==> src/design/pats_pkg.sv <==
// ----------------------------------------------------------------------------
// pats_pkg
// Shared types, phase codes and register indexes of the PWM/ADC test
// sequencer.
// ----------------------------------------------------------------------------
`timescale 1ns / 1ps
`default_nettype none

package pats_pkg;

  // time base width, deadlines compare unsigned and wrap
  localparam int unsigned TimeBits = 32;
  localparam int unsigned MvBits   = 16;
  localparam int unsigned HoldBits = 24;
  localparam int unsigned DutyBits = 7;
  localparam int unsigned CntBits  = 32;
  localparam int unsigned CodeBits = 3;

  typedef logic [TimeBits-1:0] time_t;
  typedef logic [MvBits-1:0]   mv_t;
  typedef logic [HoldBits-1:0] hold_t;
  typedef logic [DutyBits-1:0] duty_t;
  typedef logic [CntBits-1:0]  cnt_t;
  typedef logic [CodeBits-1:0] code_t;

  // main phase codes
  localparam code_t PhInit  = 3'd0;
  localparam code_t PhIdle  = 3'd1;
  localparam code_t PhRun   = 3'd2;
  localparam code_t PhStep1 = 3'd3;
  localparam code_t PhStep2 = 3'd4;
  localparam code_t PhStep3 = 3'd5;
  localparam code_t PhDone  = 3'd6;

  // step sub-phase codes
  localparam code_t SpNone   = 3'd0;
  localparam code_t SpOn     = 3'd1;
  localparam code_t SpWait   = 3'd2;
  localparam code_t SpSample = 3'd3;
  localparam code_t SpOff    = 3'd4;

  // configuration register indexes
  localparam int unsigned CfgIdxBits = 3;
  localparam int unsigned CfgDataBits = 24;
  typedef logic [CfgIdxBits-1:0] cfg_idx_t;

  localparam cfg_idx_t CfgRefMv     = 3'd0;
  localparam cfg_idx_t CfgInitHold  = 3'd1;
  localparam cfg_idx_t CfgSettle    = 3'd2;
  localparam cfg_idx_t CfgDoneHold  = 3'd3;
  localparam cfg_idx_t CfgIdleHold  = 3'd4;
  localparam cfg_idx_t CfgDuty      = 3'd5;

  localparam duty_t DutyMax = 7'd100;

  // one result item
  typedef struct packed {
    code_t phase;
    code_t sub_phase;
    logic  pwm0_on;
    logic  pwm1_on;
    duty_t duty_out;
    logic  sample_taken;
    logic  sample_channel;
    logic  ch0_abnormal;
    logic  ch1_abnormal;
    cnt_t  error_total;
    cnt_t  cycles_started;
  } result_t;

endpackage

`default_nettype wire

==> src/design/pats_if.sv <==
// ----------------------------------------------------------------------------
// pats_in_if / pats_out_if
// Valid/ready channels carrying poll items in and result items out.
// ----------------------------------------------------------------------------
`timescale 1ns / 1ps
`default_nettype none

interface pats_in_if;
  logic               valid;
  logic               ready;
  pats_pkg::time_t    now_time;
  pats_pkg::mv_t      sample_mv;

  modport source (output valid, output now_time, output sample_mv, input ready);
  modport sink   (input valid, input now_time, input sample_mv, output ready);
endinterface

interface pats_out_if;
  logic               valid;
  logic               ready;
  pats_pkg::code_t    phase;
  pats_pkg::code_t    sub_phase;
  logic               pwm0_on;
  logic               pwm1_on;
  pats_pkg::duty_t    duty_out;
  logic               sample_taken;
  logic               sample_channel;
  logic               ch0_abnormal;
  logic               ch1_abnormal;
  pats_pkg::cnt_t     error_total;
  pats_pkg::cnt_t     cycles_started;

  modport source (
    output valid, output phase, output sub_phase, output pwm0_on, output pwm1_on,
    output duty_out, output sample_taken, output sample_channel,
    output ch0_abnormal, output ch1_abnormal, output error_total,
    output cycles_started, input ready
  );
  modport sink (
    input valid, input phase, input sub_phase, input pwm0_on, input pwm1_on,
    input duty_out, input sample_taken, input sample_channel,
    input ch0_abnormal, input ch1_abnormal, input error_total,
    input cycles_started, output ready
  );
endinterface

`default_nettype wire

==> src/design/pwm_adc_test_sequencer_core.sv <==
// ----------------------------------------------------------------------------
// pwm_adc_test_sequencer_core
// Timed PWM/ADC test cycle: init, idle, three PWM steps with voltage check,
// done hold, back to idle. One result item per poll item.
// ----------------------------------------------------------------------------
// Each poll item (current time and a millivolt sample) advances the sequencer
// by one transition and yields one result item showing the state after that
// poll. The block takes one item per clock cycle as long as results are drained:
// the whole transition (deadline adds and unsigned compares) sits between the
// sequencer state registers and the result register, and the result is valid in
// the cycle after acceptance. The single-stage result register takes a new item
// whenever it is empty or being drained in the same cycle. Configuration is to be
// written through cfg_we_i/cfg_idx_i/cfg_data_i while idle; the block does not check.
`timescale 1ns / 1ps
`default_nettype none

module pwm_adc_test_sequencer_core (
  input  wire                                clk_i,
  input  wire                                rst_ni,
  input  wire                                cfg_we_i,
  input  wire  [pats_pkg::CfgIdxBits-1:0]    cfg_idx_i,
  input  wire  [pats_pkg::CfgDataBits-1:0]   cfg_data_i,
  pats_in_if.sink                            in_if,
  pats_out_if.source                         out_if
);

  // configuration registers
  pats_pkg::mv_t   ref_mv_q;
  pats_pkg::hold_t init_hold_q, settle_q, done_hold_q, idle_hold_q;
  pats_pkg::duty_t duty_q;

  always_ff @(posedge clk_i or negedge rst_ni) begin
    if (!rst_ni) begin
      ref_mv_q    <= 16'd3300;
      init_hold_q <= 24'd10000;
      settle_q    <= 24'd100;
      done_hold_q <= 24'd10000;
      idle_hold_q <= 24'd10000;
      duty_q      <= 7'd50;
    end else if (cfg_we_i) begin
      unique case (cfg_idx_i)
        pats_pkg::CfgRefMv:    ref_mv_q    <= cfg_data_i[pats_pkg::MvBits-1:0];
        pats_pkg::CfgInitHold: init_hold_q <= cfg_data_i;
        pats_pkg::CfgSettle:   settle_q    <= cfg_data_i;
        pats_pkg::CfgDoneHold: done_hold_q <= cfg_data_i;
        pats_pkg::CfgIdleHold: idle_hold_q <= cfg_data_i;
        pats_pkg::CfgDuty:     duty_q      <= cfg_data_i[pats_pkg::DutyBits-1:0];
        default: begin
        end
      endcase
    end
  end

  // sequencer state
  pats_pkg::code_t phase_q, phase_d;
  pats_pkg::code_t sub_q, sub_d;
  pats_pkg::time_t deadline_q, deadline_d;
  pats_pkg::time_t settle_dl_q, settle_dl_d;
  logic [1:0]      pwm_q, pwm_d;
  logic [1:0]      verdict_q, verdict_d;
  pats_pkg::cnt_t  err_q, err_d;
  pats_pkg::cnt_t  run_q, run_d;
  logic            armed_q, armed_d;

  // handshake
  logic out_valid_q;
  logic in_fire;
  pats_pkg::result_t res_q, res_d;

  assign in_if.ready = !out_valid_q || out_if.ready;
  assign in_fire     = in_if.valid && in_if.ready;

  // per-poll transition
  pats_pkg::time_t now;
  pats_pkg::time_t done_dl;
  logic            ch;
  logic            taken;
  logic            tch;
  pats_pkg::duty_t duty_clamped;

  assign now = in_if.now_time;
  assign ch  = (phase_q == pats_pkg::PhStep2);

  always_comb begin
    phase_d     = phase_q;
    sub_d       = sub_q;
    deadline_d  = deadline_q;
    settle_dl_d = settle_dl_q;
    pwm_d       = pwm_q;
    verdict_d   = verdict_q;
    err_d       = err_q;
    run_d       = run_q;
    armed_d     = armed_q;
    taken       = 1'b0;
    tch         = 1'b0;
    done_dl     = armed_q ? deadline_q
                          : now + pats_pkg::time_t'(done_hold_q);
    unique case (phase_q)
      pats_pkg::PhInit: begin
        pwm_d      = 2'b00;
        verdict_d  = 2'b00;
        err_d      = '0;
        run_d      = '0;
        sub_d      = pats_pkg::SpNone;
        armed_d    = 1'b0;
        phase_d    = pats_pkg::PhIdle;
        deadline_d = now + pats_pkg::time_t'(init_hold_q);
      end
      pats_pkg::PhIdle: begin
        if (now >= deadline_q) begin
          phase_d = pats_pkg::PhRun;
          sub_d   = pats_pkg::SpNone;
        end
      end
      pats_pkg::PhRun: begin
        phase_d = pats_pkg::PhStep1;
        sub_d   = pats_pkg::SpOn;
        run_d   = run_q + 1'b1;
      end
      pats_pkg::PhStep1, pats_pkg::PhStep2, pats_pkg::PhStep3: begin
        unique case (sub_q)
          pats_pkg::SpOn: begin
            pwm_d[ch]   = 1'b1;
            sub_d       = pats_pkg::SpWait;
            settle_dl_d = now + pats_pkg::time_t'(settle_q);
          end
          pats_pkg::SpWait: begin
            if (now >= settle_dl_q) sub_d = pats_pkg::SpSample;
          end
          pats_pkg::SpSample: begin
            taken = 1'b1;
            tch   = ch;
            if (in_if.sample_mv <= ref_mv_q) begin
              verdict_d[ch] = 1'b0;
            end else begin
              verdict_d[ch] = 1'b1;
              err_d         = err_q + 1'b1;
            end
            sub_d = pats_pkg::SpOff;
          end
          pats_pkg::SpOff: begin
            pwm_d[ch] = 1'b0;
            if (phase_q == pats_pkg::PhStep3) begin
              phase_d    = pats_pkg::PhDone;
              deadline_d = '0;
              armed_d    = 1'b0;
            end else begin
              phase_d = phase_q + 1'b1;
              sub_d   = pats_pkg::SpOn;
            end
          end
          default: begin
          end
        endcase
      end
      pats_pkg::PhDone: begin
        deadline_d = done_dl;
        armed_d    = 1'b1;
        if (now >= done_dl) begin
          phase_d    = pats_pkg::PhIdle;
          deadline_d = now + pats_pkg::time_t'(idle_hold_q);
          sub_d      = pats_pkg::SpNone;
          armed_d    = 1'b0;
        end
      end
      default: begin
        phase_d = pats_pkg::PhInit;
      end
    endcase
  end

  // result item assembly
  assign duty_clamped = (duty_q > pats_pkg::DutyMax) ? pats_pkg::DutyMax : duty_q;

  always_comb begin
    res_d.phase          = phase_d;
    res_d.sub_phase      = sub_d;
    res_d.pwm0_on        = pwm_d[0];
    res_d.pwm1_on        = pwm_d[1];
    res_d.duty_out       = (|pwm_d) ? duty_clamped : '0;
    res_d.sample_taken   = taken;
    res_d.sample_channel = tch;
    res_d.ch0_abnormal   = verdict_d[0];
    res_d.ch1_abnormal   = verdict_d[1];
    res_d.error_total    = err_d;
    res_d.cycles_started = run_d;
  end

  // state update on each accepted item
  always_ff @(posedge clk_i or negedge rst_ni) begin
    if (!rst_ni) begin
      phase_q     <= pats_pkg::PhInit;
      sub_q       <= pats_pkg::SpNone;
      deadline_q  <= '0;
      settle_dl_q <= '0;
      pwm_q       <= 2'b00;
      verdict_q   <= 2'b00;
      err_q       <= '0;
      run_q       <= '0;
      armed_q     <= 1'b0;
    end else if (in_fire) begin
      phase_q     <= phase_d;
      sub_q       <= sub_d;
      deadline_q  <= deadline_d;
      settle_dl_q <= settle_dl_d;
      pwm_q       <= pwm_d;
      verdict_q   <= verdict_d;
      err_q       <= err_d;
      run_q       <= run_d;
      armed_q     <= armed_d;
    end
  end

  // result register
  always_ff @(posedge clk_i or negedge rst_ni) begin
    if (!rst_ni) begin
      out_valid_q <= 1'b0;
    end else if (in_fire) begin
      out_valid_q <= 1'b1;
    end else if (out_if.ready) begin
      out_valid_q <= 1'b0;
    end
  end

  always_ff @(posedge clk_i) begin
    if (in_fire) res_q <= res_d;
  end

  assign out_if.valid          = out_valid_q;
  assign out_if.phase          = res_q.phase;
  assign out_if.sub_phase      = res_q.sub_phase;
  assign out_if.pwm0_on        = res_q.pwm0_on;
  assign out_if.pwm1_on        = res_q.pwm1_on;
  assign out_if.duty_out       = res_q.duty_out;
  assign out_if.sample_taken   = res_q.sample_taken;
  assign out_if.sample_channel = res_q.sample_channel;
  assign out_if.ch0_abnormal   = res_q.ch0_abnormal;
  assign out_if.ch1_abnormal   = res_q.ch1_abnormal;
  assign out_if.error_total    = res_q.error_total;
  assign out_if.cycles_started = res_q.cycles_started;

  // never both channels driven at once
  a_pwm_exclusive: assert property (@(posedge clk_i) disable iff (!rst_ni)
    !(pwm_q[0] && pwm_q[1]))
    else $error("both pwm channels on");

  // a sample is only taken on the way into pwm off
  a_sample_in_off: assert property (@(posedge clk_i) disable iff (!rst_ni)
    (out_valid_q && res_q.sample_taken) |-> (res_q.sub_phase == pats_pkg::SpOff))
    else $error("sample taken outside sample step");

  // duty shows only while a channel is driven
  a_duty_gated: assert property (@(posedge clk_i) disable iff (!rst_ni)
    out_valid_q |-> ((res_q.duty_out != '0) ->
                     (res_q.pwm0_on || res_q.pwm1_on)))
    else $error("duty without channel on");

  // a waiting result blocks the next item
  a_no_overrun: assert property (@(posedge clk_i) disable iff (!rst_ni)
    (out_valid_q && !out_if.ready) |-> !in_if.ready)
    else $error("input accepted over a stalled result");

  // outside init, the error count moves only with an abnormal judgement
  a_err_step: assert property (@(posedge clk_i) disable iff (!rst_ni)
    (in_fire && (err_d != err_q) && (phase_q != pats_pkg::PhInit))
      |-> (taken && (err_d == err_q + 1'b1)))
    else $error("error count changed without a sample");

endmodule

`default_nettype wire
==> src/flat_wrapper.sv <==
// flat-port wrapper written by rule: the top's interface ports become plain ports
module pwm_adc_test_sequencer_core_flat 
  (clk_i, rst_ni, cfg_we_i, cfg_idx_i, cfg_data_i, in_if_valid, in_if_now_time, in_if_sample_mv, in_if_ready, out_if_valid, out_if_phase, out_if_sub_phase, out_if_pwm0_on, out_if_pwm1_on, out_if_duty_out, out_if_sample_taken, out_if_sample_channel, out_if_ch0_abnormal, out_if_ch1_abnormal, out_if_error_total, out_if_cycles_started, out_if_ready);
  pats_in_if in_if_i ();
  pats_out_if out_if_i ();
  input  wire clk_i;
  input  wire rst_ni;
  input  wire cfg_we_i;
  input  wire  [pats_pkg::CfgIdxBits-1:0] cfg_idx_i;
  input  wire  [pats_pkg::CfgDataBits-1:0] cfg_data_i;
  input wire logic [$bits(in_if_i.valid)-1:0] in_if_valid;
  input wire logic [$bits(in_if_i.now_time)-1:0] in_if_now_time;
  input wire logic [$bits(in_if_i.sample_mv)-1:0] in_if_sample_mv;
  output wire logic [$bits(in_if_i.ready)-1:0] in_if_ready;
  output wire logic [$bits(out_if_i.valid)-1:0] out_if_valid;
  output wire logic [$bits(out_if_i.phase)-1:0] out_if_phase;
  output wire logic [$bits(out_if_i.sub_phase)-1:0] out_if_sub_phase;
  output wire logic [$bits(out_if_i.pwm0_on)-1:0] out_if_pwm0_on;
  output wire logic [$bits(out_if_i.pwm1_on)-1:0] out_if_pwm1_on;
  output wire logic [$bits(out_if_i.duty_out)-1:0] out_if_duty_out;
  output wire logic [$bits(out_if_i.sample_taken)-1:0] out_if_sample_taken;
  output wire logic [$bits(out_if_i.sample_channel)-1:0] out_if_sample_channel;
  output wire logic [$bits(out_if_i.ch0_abnormal)-1:0] out_if_ch0_abnormal;
  output wire logic [$bits(out_if_i.ch1_abnormal)-1:0] out_if_ch1_abnormal;
  output wire logic [$bits(out_if_i.error_total)-1:0] out_if_error_total;
  output wire logic [$bits(out_if_i.cycles_started)-1:0] out_if_cycles_started;
  input wire logic [$bits(out_if_i.ready)-1:0] out_if_ready;
  assign in_if_i.valid = in_if_valid;
  assign in_if_i.now_time = in_if_now_time;
  assign in_if_i.sample_mv = in_if_sample_mv;
  assign in_if_ready = in_if_i.ready;
  assign out_if_valid = out_if_i.valid;
  assign out_if_phase = out_if_i.phase;
  assign out_if_sub_phase = out_if_i.sub_phase;
  assign out_if_pwm0_on = out_if_i.pwm0_on;
  assign out_if_pwm1_on = out_if_i.pwm1_on;
  assign out_if_duty_out = out_if_i.duty_out;
  assign out_if_sample_taken = out_if_i.sample_taken;
  assign out_if_sample_channel = out_if_i.sample_channel;
  assign out_if_ch0_abnormal = out_if_i.ch0_abnormal;
  assign out_if_ch1_abnormal = out_if_i.ch1_abnormal;
  assign out_if_error_total = out_if_i.error_total;
  assign out_if_cycles_started = out_if_i.cycles_started;
  assign out_if_i.ready = out_if_ready;
  pwm_adc_test_sequencer_core u_core (.clk_i(clk_i), .rst_ni(rst_ni), .cfg_we_i(cfg_we_i), .cfg_idx_i(cfg_idx_i), .cfg_data_i(cfg_data_i), .in_if(in_if_i), .out_if(out_if_i));
endmodule
==> config.mk <==
export PLATFORM = sky130hd
export DESIGN_NAME = pwm_adc_test_sequencer_core_flat
export DESIGN_NICKNAME = d
export VERILOG_FILES = /design/src/design/pats_pkg.sv /design/src/design/pats_if.sv /design/src/design/pwm_adc_test_sequencer_core.sv /design/src/flat_wrapper.sv
export SDC_FILE = /design/constraint.sdc
export NUM_CORES = 1
export LEC_CHECK = 0
export BUFFER_PORTS_ARGS = -buffer_cell sky130_fd_sc_hd__buf_2
export CAP_MARGIN = 15
export CORE_ASPECT_RATIO = 0.5
export CORE_UTILIZATION = 45
export CTS_CLUSTER_SIZE = 28
export DETAILED_ROUTE_END_ITERATION = 10
export SLEW_MARGIN = 20
export SYNTH_ARGS = -nofsm -noshare
export SYNTH_HDL_FRONTEND = slang
export SYNTH_SLANG_ARGS = --single-unit
==> constraint.sdc <==
create_clock -name clk_i -period 5.3 [get_ports clk_i]
set_input_delay 0.53 -clock clk_i [delete_from_list [all_inputs] [get_ports clk_i]]
set_output_delay 0.53 -clock clk_i [all_outputs]
set_load 0.01 [all_outputs]
==> metrics, run 1 <==
Final Hold Fails=8; first-pass GRT wire length=about 110 mm; crit path cell chain=ha_2, inv_1, fa_2, nor2b_2, o31a_1, o31ai_1, buf_4, a41oi_4, nand2_2, a311oi_2, buf_4, a31oi_1, xnor2_1, mux2i_1, ha_1, and4_1, a221o_1, nor4_2, o31a_2, nor2_4, nor2_2, o21ai_0, a221o_1, o32a_1; Tot GR Track Use=a little over a quarter; Die Wd=323 µm; FFs w/ async S/R, synth=about three quarters; worst vdd ir=about 0.00025 V; I/O Buffers=roughly 160; Longest Clk Path Bufs=3; GR peak layer=met2; Post-Route Setup TNS=0 ns; Seq/Total Area, Yosys=between 30% and 40%; Cells after Synth=~2500; 1st-iter DRT viols=around 1400; Die Area=about 53000 µm²; final net count=2979; sw frac=38.7%; Worst setup SP type=register; Core Rows=58; HPWL Detailed=50.7 mm; Max H-tree Level=2; grt total ovfl=0; GR Util met1=around 36%; critical path's slowest cell=a221o_1; status=complete, but fails checks; headroom to the max-slew limit=35.3%; M3 GR Usage=4.53%; Post-synth EDFFs=83; Mean Syn Cell Area=approximately 9.4 µm²; vias in the first global route=18700; most common cell after layout, fill and taps aside=nand2_1; Clk pin slew, worst setup/hold paths=0.07 ns; initial core utilization=45.9%; final core occ=between 50% and 60%; number of remaining DRC errors=0; Core ar.=50600 µm²; synth unique cells=around 110; area delta synth->final=14.7%; main area contributors after synthesis=dfrtp_1, ha_1, edfxtp_1; Clk network pwr share=~25%; max-cap violations=0; Final ANT Viol Nets=0; WS Path Type=register to register; initial antenna violation count=1; crit end category=register; 1st-pass router iterations=6; # fillers=roughly 4700; crit share post-route=a little over nine tenths; Final min period=approximately 5 ns; Diodes inserted=0; Layout Cells excl Fill=3399; Synth Warn #=0; CTS root buf=clkbuf_16; sw power=4240 µW; Power Density=approximately 400 nW/µm²; most frequent cells in the layout=nand2_1, dfrtp_1, o21ai_0; worst hold margin=-0.0371 ns; Final Max Tran Viols=0; fmax=0.197 GHz; routed length per instance=20.3 µm; Routed WL=slightly below 70 mm; hold-fix buffer count after cts=0; Crit path largest cell delay=between 0.3 and 0.4 ns; Post-Synthesis Net Count=2771; vias per cell=5.73; M2 GR Usage=about two fifths; largest net degree at the start of global routing=86; share of cells above drive strength 1=20.0%; Sequential Power Share=approximately 33%; Power Internal=6710 µW; failing checks=negative hold slack; cell area after synthesis=23200 µm²; CP required=approximately 5.8 ns; via count=19500; CP Max Fanout=4; ys flop type=dfrtp_1; clk_lat worst skew=0.57 ns; CTS Sinks=~340; CTS buffer count=37; Slew @ Worst Pin=just under 1 ns; share of the synthesized area in the top cell type=roughly 25%; CTS tree=done; Yosys top cell by area=dfrtp_1; worst hold-check path type=input port to asynchronous set/reset pin; dpl cells=3328; RePlAce Congestion=around 0.94; LEAKAGE=0.0120 µW; final setup violating endpoints=0; #FFs+latches synth=about 340; clk_skew=around 0.033 ns; combinational power share=a little over two fifths; worst path arrival time=5.52 ns; IO Count=roughly 170; DIE HEIGHT=around 160 µm
-- power groups by stage --
stage	Combinational (µW)	Sequential, µW	Clock (µW)
after floorplan	3200	3500	0
after global placement	4460	3610	0
after detailed placement	4520	3620	0
after CTS	4550	3580	2810
after global routing	5130	3630	2920
final	4610	3580	2750
-- per-stage QoR --
stage	cell area (µm²)	power, µW	setup slack [ns]
after global routing	26700	11700	-0.0103
final	26700	11000	0.232
after global placement	25300	8080	-0.0827
after detailed placement	25300	8150	-0.305
after floorplan	23200	6700	0.469
after CTS	26600	10900	0.0194
-- cells in the mapped netlist, types with 12 or more instances --
library cell and n:
nand2_1 272, dfrtp_1 232, o21ai_0 220, ha_1 214, a21oi_1 159, nor2_1 141
inv_1 114, mux2_2 112, edfxtp_1 83, clkbuf_1 79, a21o_1 76, nand3_1 69
xnor2_1 52, o31ai_1 46, xor2_1 42, nor3_1 41, a31oi_1 35, nand4_1 33
and3_1 32, dfstp_2 27, mux2i_1 27, o21a_1 25, a211oi_1 23, and2_1 19
nand2b_1 18, nor2b_1 17, o22ai_1 17, o211ai_1 16, o21bai_1 12
-- layout make-up --
type | count | area (µm²) | area share, %
inverters | 115 | 437 | 1.64
repair buffers | 276 | 1690 | 6.33
multi-input cells | 1909 | 13400 | 50.3
clock inverters | 21 | 256 | 0.962
well taps | 690 | 863 | 3.24
clock buffers | 46 | 990 | 3.71
flip-flops and latches | 342 | 9010 | 33.8
-- state kept, by name (all words and copies together), names as in the netlist, 24 cells and up --
signal / flops
u_core.settle_q: 24
u_core.done_hold_q: 24
u_core.err_q: 32
u_core.settle_dl_q: 32
u_core.idle_hold_q: 24
u_core.init_hold_q: 24
u_core.out_if.cycles_started: 32
u_core.deadline_q: 32
u_core.out_if.error_total: 32
u_core.run_q: 32
-- what timing repair did --
action	4_1_cts	5_1_grt
gates resized for setup	1	16
endpoints found under the setup margin	2	45
setup buffers	0	4
pin swaps	0	9
-- critical path: cells and delay by family, from the launching register on --
kind | cells | cell delay, ns
AO/OA/AOI/OAI | 10 | 2.18
AND/OR/NAND/NOR | 6 | 0.89
adder cells (fa/ha/maj) | 3 | 0.79
buffers and inverters | 3 | 0.37
flip-flops | 1 | 0.36
XOR/XNOR | 1 | 0.24
multiplexers | 1 | 0.11
-- worst paths after layout --
kind                                       start                     to  slack, ns  depth (start not counted)
max                        u_core.done_hold_q[0]  u_core.deadline_q[30]       0.23                         24
min                                       rst_ni     u_core.ref_mv_q[8]      -0.04                          1
max reg2reg                u_core.done_hold_q[0]  u_core.deadline_q[30]       0.23                         24
min reg2reg                u_core.settle_dl_q[6]  u_core.settle_dl_q[6]       0.47                          2
max in group asynchronous                 rst_ni  u_core.idle_hold_q[5]       4.00                          2
min in group clk_i                   in_if_valid    u_core.out_if.valid       0.18                          2
-- routing by layer --
| metal | wire (µm) | part of all wire, % |
|---|---|---|
| met5 | 0 | 0 |
| met4 | 1980 | 2.9 |
| met3 | 3830 | 5.6 |
| met2 | 31200 | 45 |
| met1 | 31900 | 46 |
-- kinds of logic after synthesis --
| kind of cell | count (synthesis) | share of synthesized area [%] |
|---|---|---|
| buffers and inverters | 222 | 3.98 |
| AOI/OAI and AO/OA | 746 | 20.6 |
| muxes | 140 | 6.65 |
| and+or+nand+nor | 711 | 14.6 |
| xor gates and xnor gates | 94 | 3.54 |
| adders and majority gates | 218 | 11.9 |
| DFF | 342 | 38.8 |
Note: power is estimated with default switching activity, not from simulation.
==> inputs of run 2 (changes only) <==
--- a/config.mk
+++ b/config.mk
@@ -8,7 +8,7 @@
 export BUFFER_PORTS_ARGS = -buffer_cell sky130_fd_sc_hd__buf_2
 export CAP_MARGIN = 15
 export CORE_ASPECT_RATIO = 0.5
-export CORE_UTILIZATION = 45
+export CORE_UTILIZATION = 30
 export CTS_CLUSTER_SIZE = 28
 export DETAILED_ROUTE_END_ITERATION = 10
 export SLEW_MARGIN = 20
==> run 2 against run 1 <==
Net effect:
- the flow now finishes without violations
- global-route usage decreased by 8.3 points
- core utilization decreased by 17 points
- routed wire length is 3.4% higher
- sequential share of layout area down 0.56 points
- highest routed layer unchanged
- power is 1.1% higher
- flip-flop and latch count did not move
- cell count rose by 9.9%
- clock power increased by 5%
- combinational power increased by 0.9%
- worst hold slack better by 0.21 ns
- non-clock buffer count shrank 9
==> metrics, run 2 (synthesized netlist as in run 1, its figures left out) <==
largest net degree at the start of global routing=101 (was 86); crit share post-route=94.7% (was 95.6%); final setup violating endpoints=0 (unchanged); dpl ws=-0.228 ns (was -0.305 ns); Final Hold Fails=0 (was 8); Power Density=409 nW/µm² (was 411 nW/µm²); worst vdd ir=0.000213 V (was 0.000251 V); Routed WL=71.2 mm (was 68.8 mm); fmax=0.199 GHz (was 0.197 GHz); Reg2Reg Setup Slack=0.28 ns (was 0.23 ns); status=finished, final reports clean (was complete, but fails checks); most common cell after layout, fill and taps aside=nand2_1 (unchanged); max-cap violations=0 (unchanged); Tot GR Track Use=17.9% (was 26.2%); LEAKAGE=0.0120 µW (about the same); routed length per instance=19.1 µm (was 20.3 µm); area delta synth->final=16.6% (was 14.7%); number of remaining DRC errors=0 (unchanged); via count=19700 (was 19500); vias in the first global route=19000 (was 18700); 1st-pass router iterations=5 (was 6); Die Wd=396 µm (was 323 µm); I/O Buffers=164 (unchanged); Worst R2R Start=u_core.done_hold_q[0] (unchanged); crit path capture=u_core.out_if.sub_phase[0] (was u_core.deadline_q[30]); CTS Sinks=342 (unchanged); Max H-tree Level=2 (unchanged); clk_lat worst skew=0.58 ns (was 0.57 ns); 1st-iter DRT viols=1501 (was 1413); Clk pin slew, worst setup/hold paths=0.06 ns (was 0.07 ns); Die Area=78600 µm² (was 52600 µm²); Core ar.=75900 µm² (was 50600 µm²); Sequential Power Share=32.1% (was 32.7%); Layout Cells excl Fill=3735 (was 3399); IO Count=165 (unchanged); CTS buffer count=40 (was 37); most frequent cells in the layout=nand2_1, dfrtp_1, o21ai_0 (unchanged); headroom to the max-slew limit=24.7% (was 35.3%); Final min period=5.02 ns (was 5.07 ns); first-pass GRT wire length=110 mm (was 106 mm); sw frac=39.3% (was 38.7%); DIE HEIGHT=199 µm (was 163 µm); CTS tree=done (unchanged); final setup margin=0.282 ns (was 0.232 ns); Critical path origin=u_core.done_hold_q[0] (unchanged); worst r2r path cells=21 (was 24); share of cells above drive strength 1=20.0% (about the same); Post-Route Setup TNS=0 ns (unchanged); Final Max Tran Viols=0 (unchanged); setup repair after global routing missed its margin=false; combinational power share=42.0% (was 42.1%); HPWL Detailed=52.9 mm (was 50.7 mm); CP required=5.63 ns (was 5.75 ns); grt total ovfl=0 (unchanged); final core occ=35.7% (was 52.7%); worst reg2reg path endpoint=u_core.out_if.sub_phase[0] (was u_core.deadline_q[30]); RePlAce Congestion=0.916 (was 0.943); crit end category=register (unchanged); Worst setup SP type=register (unchanged); WS Path Type=register to register (unchanged); Final ANT Viol Nets=0 (unchanged); initial antenna violation count=6 (was 1); worst hold-check path type=input port to register (was input port to asynchronous set/reset pin); clk_skew=0.0243 ns (was 0.0330 ns); initial core utilization=30.6% (was 45.9%); CP Max Fanout=5 (was 4); Slew @ Worst Pin=1.12 ns (was 0.961 ns); CTS root buf=clkbuf_16 (unchanged); final net count=2973 (was 2979); Longest Clk Path Bufs=3 (unchanged); vias per cell=5.27 (was 5.73); sw power=4350 µW (was 4240 µW); Core Rows=71 (was 58); Clk network pwr share=26.0% (was 25.1%); dpl cells=3654 (was 3328); worst path arrival time=5.35 ns (was 5.52 ns); Power Internal=6720 µW (was 6710 µW)
## run 2: per-stage QoR
stage          total power (µW)  hold slack (ns)  area, µm²
2_1_floorplan              6700            0.234      23200
3_3_place_gp               8080            0.451      25700
3_5_place_dp               8170            0.467      25700
4_1_cts                   11100            0.138      27000
5_1_grt                   11800            0.182      27100
6_report                  11100            0.173      27100
## run 2: worst min path at each step
| stage | start | to | cells after the start |
|---|---|---|---|
| after floorplan | rst_ni | u_core.armed_q | 0 |
| after global placement | u_core.verdict_q[1] | u_core.verdict_q[1] | 2 |
| after detailed placement | u_core.run_q[31] | u_core.run_q[31] | 1 |
| after CTS | in_if_valid | u_core.out_if.valid | 2 |
| after global routing | in_if_valid | u_core.out_if.valid | 2 |
| final | in_if_valid | u_core.out_if.valid | 2 |
## run 2: what timing repair did
item | 4_1_cts | 5_1_grt
setup buffers | 0 | 0
gates resized for setup | 0 | 11
hold endpoints to repair | 61 | 0
hold buffers | 1 | 0
setup endpoints to repair | 0 | 35
## run 2: critical path, stage by stage (launching register included)
cell and delay, ns:
dfrtp_1 0.38, ha_1 0.20, inv_1 0.08, fa_1 0.20
nor2b_2 0.06, o31a_1 0.27, o31ai_2 0.36, and2_1 0.25
o21bai_1 0.08, a21oi_1 0.18, xnor2_1 0.18, mux2i_1 0.14
ha_1 0.31, nand4_1 0.19, or2_2 0.36, o22ai_2 0.14
nor4_2 0.08, o31a_2 0.41, and2_1 0.22, a31oi_2 0.26
a31oi_1 0.16, or2_1 0.25
## run 2: power groups by stage
| stage | sequential (µW) | clock (µW) | combinational (µW) |
|---|---|---|---|
| after floorplan | 3500 | 0 | 3200 |
| after global placement | 3590 | 0 | 4500 |
| after detailed placement | 3590 | 0 | 4570 |
| after CTS | 3550 | 2950 | 4600 |
| after global routing | 3610 | 3060 | 5180 |
| final | 3550 | 2880 | 4650 |
## run 2: per-layer routing
metal  track usage, %  vias to the layer above  wire (µm)
li1                 -                     9507          -
met1             24.6                     9618      33400
met2             28.8                      449      32500
met3             3.16                       91       3690
met4             4.90                        0       1620
met5                0                        -          0
## run 2: final cells by class
| class | count | area [µm²] |
|---|---|---|
| antenna | 6 | 15.0 |
| clock buffer | 49 | 1120 |
| clock inverter | 25 | 219 |
| fill | 7712 | 48800 |
| inverter | 115 | 437 |
| multi-input combinational | 1909 | 13400 |
| sequential | 342 | 9010 |
| tap | 1022 | 1280 |
| timing repair buffer | 267 | 1630 |
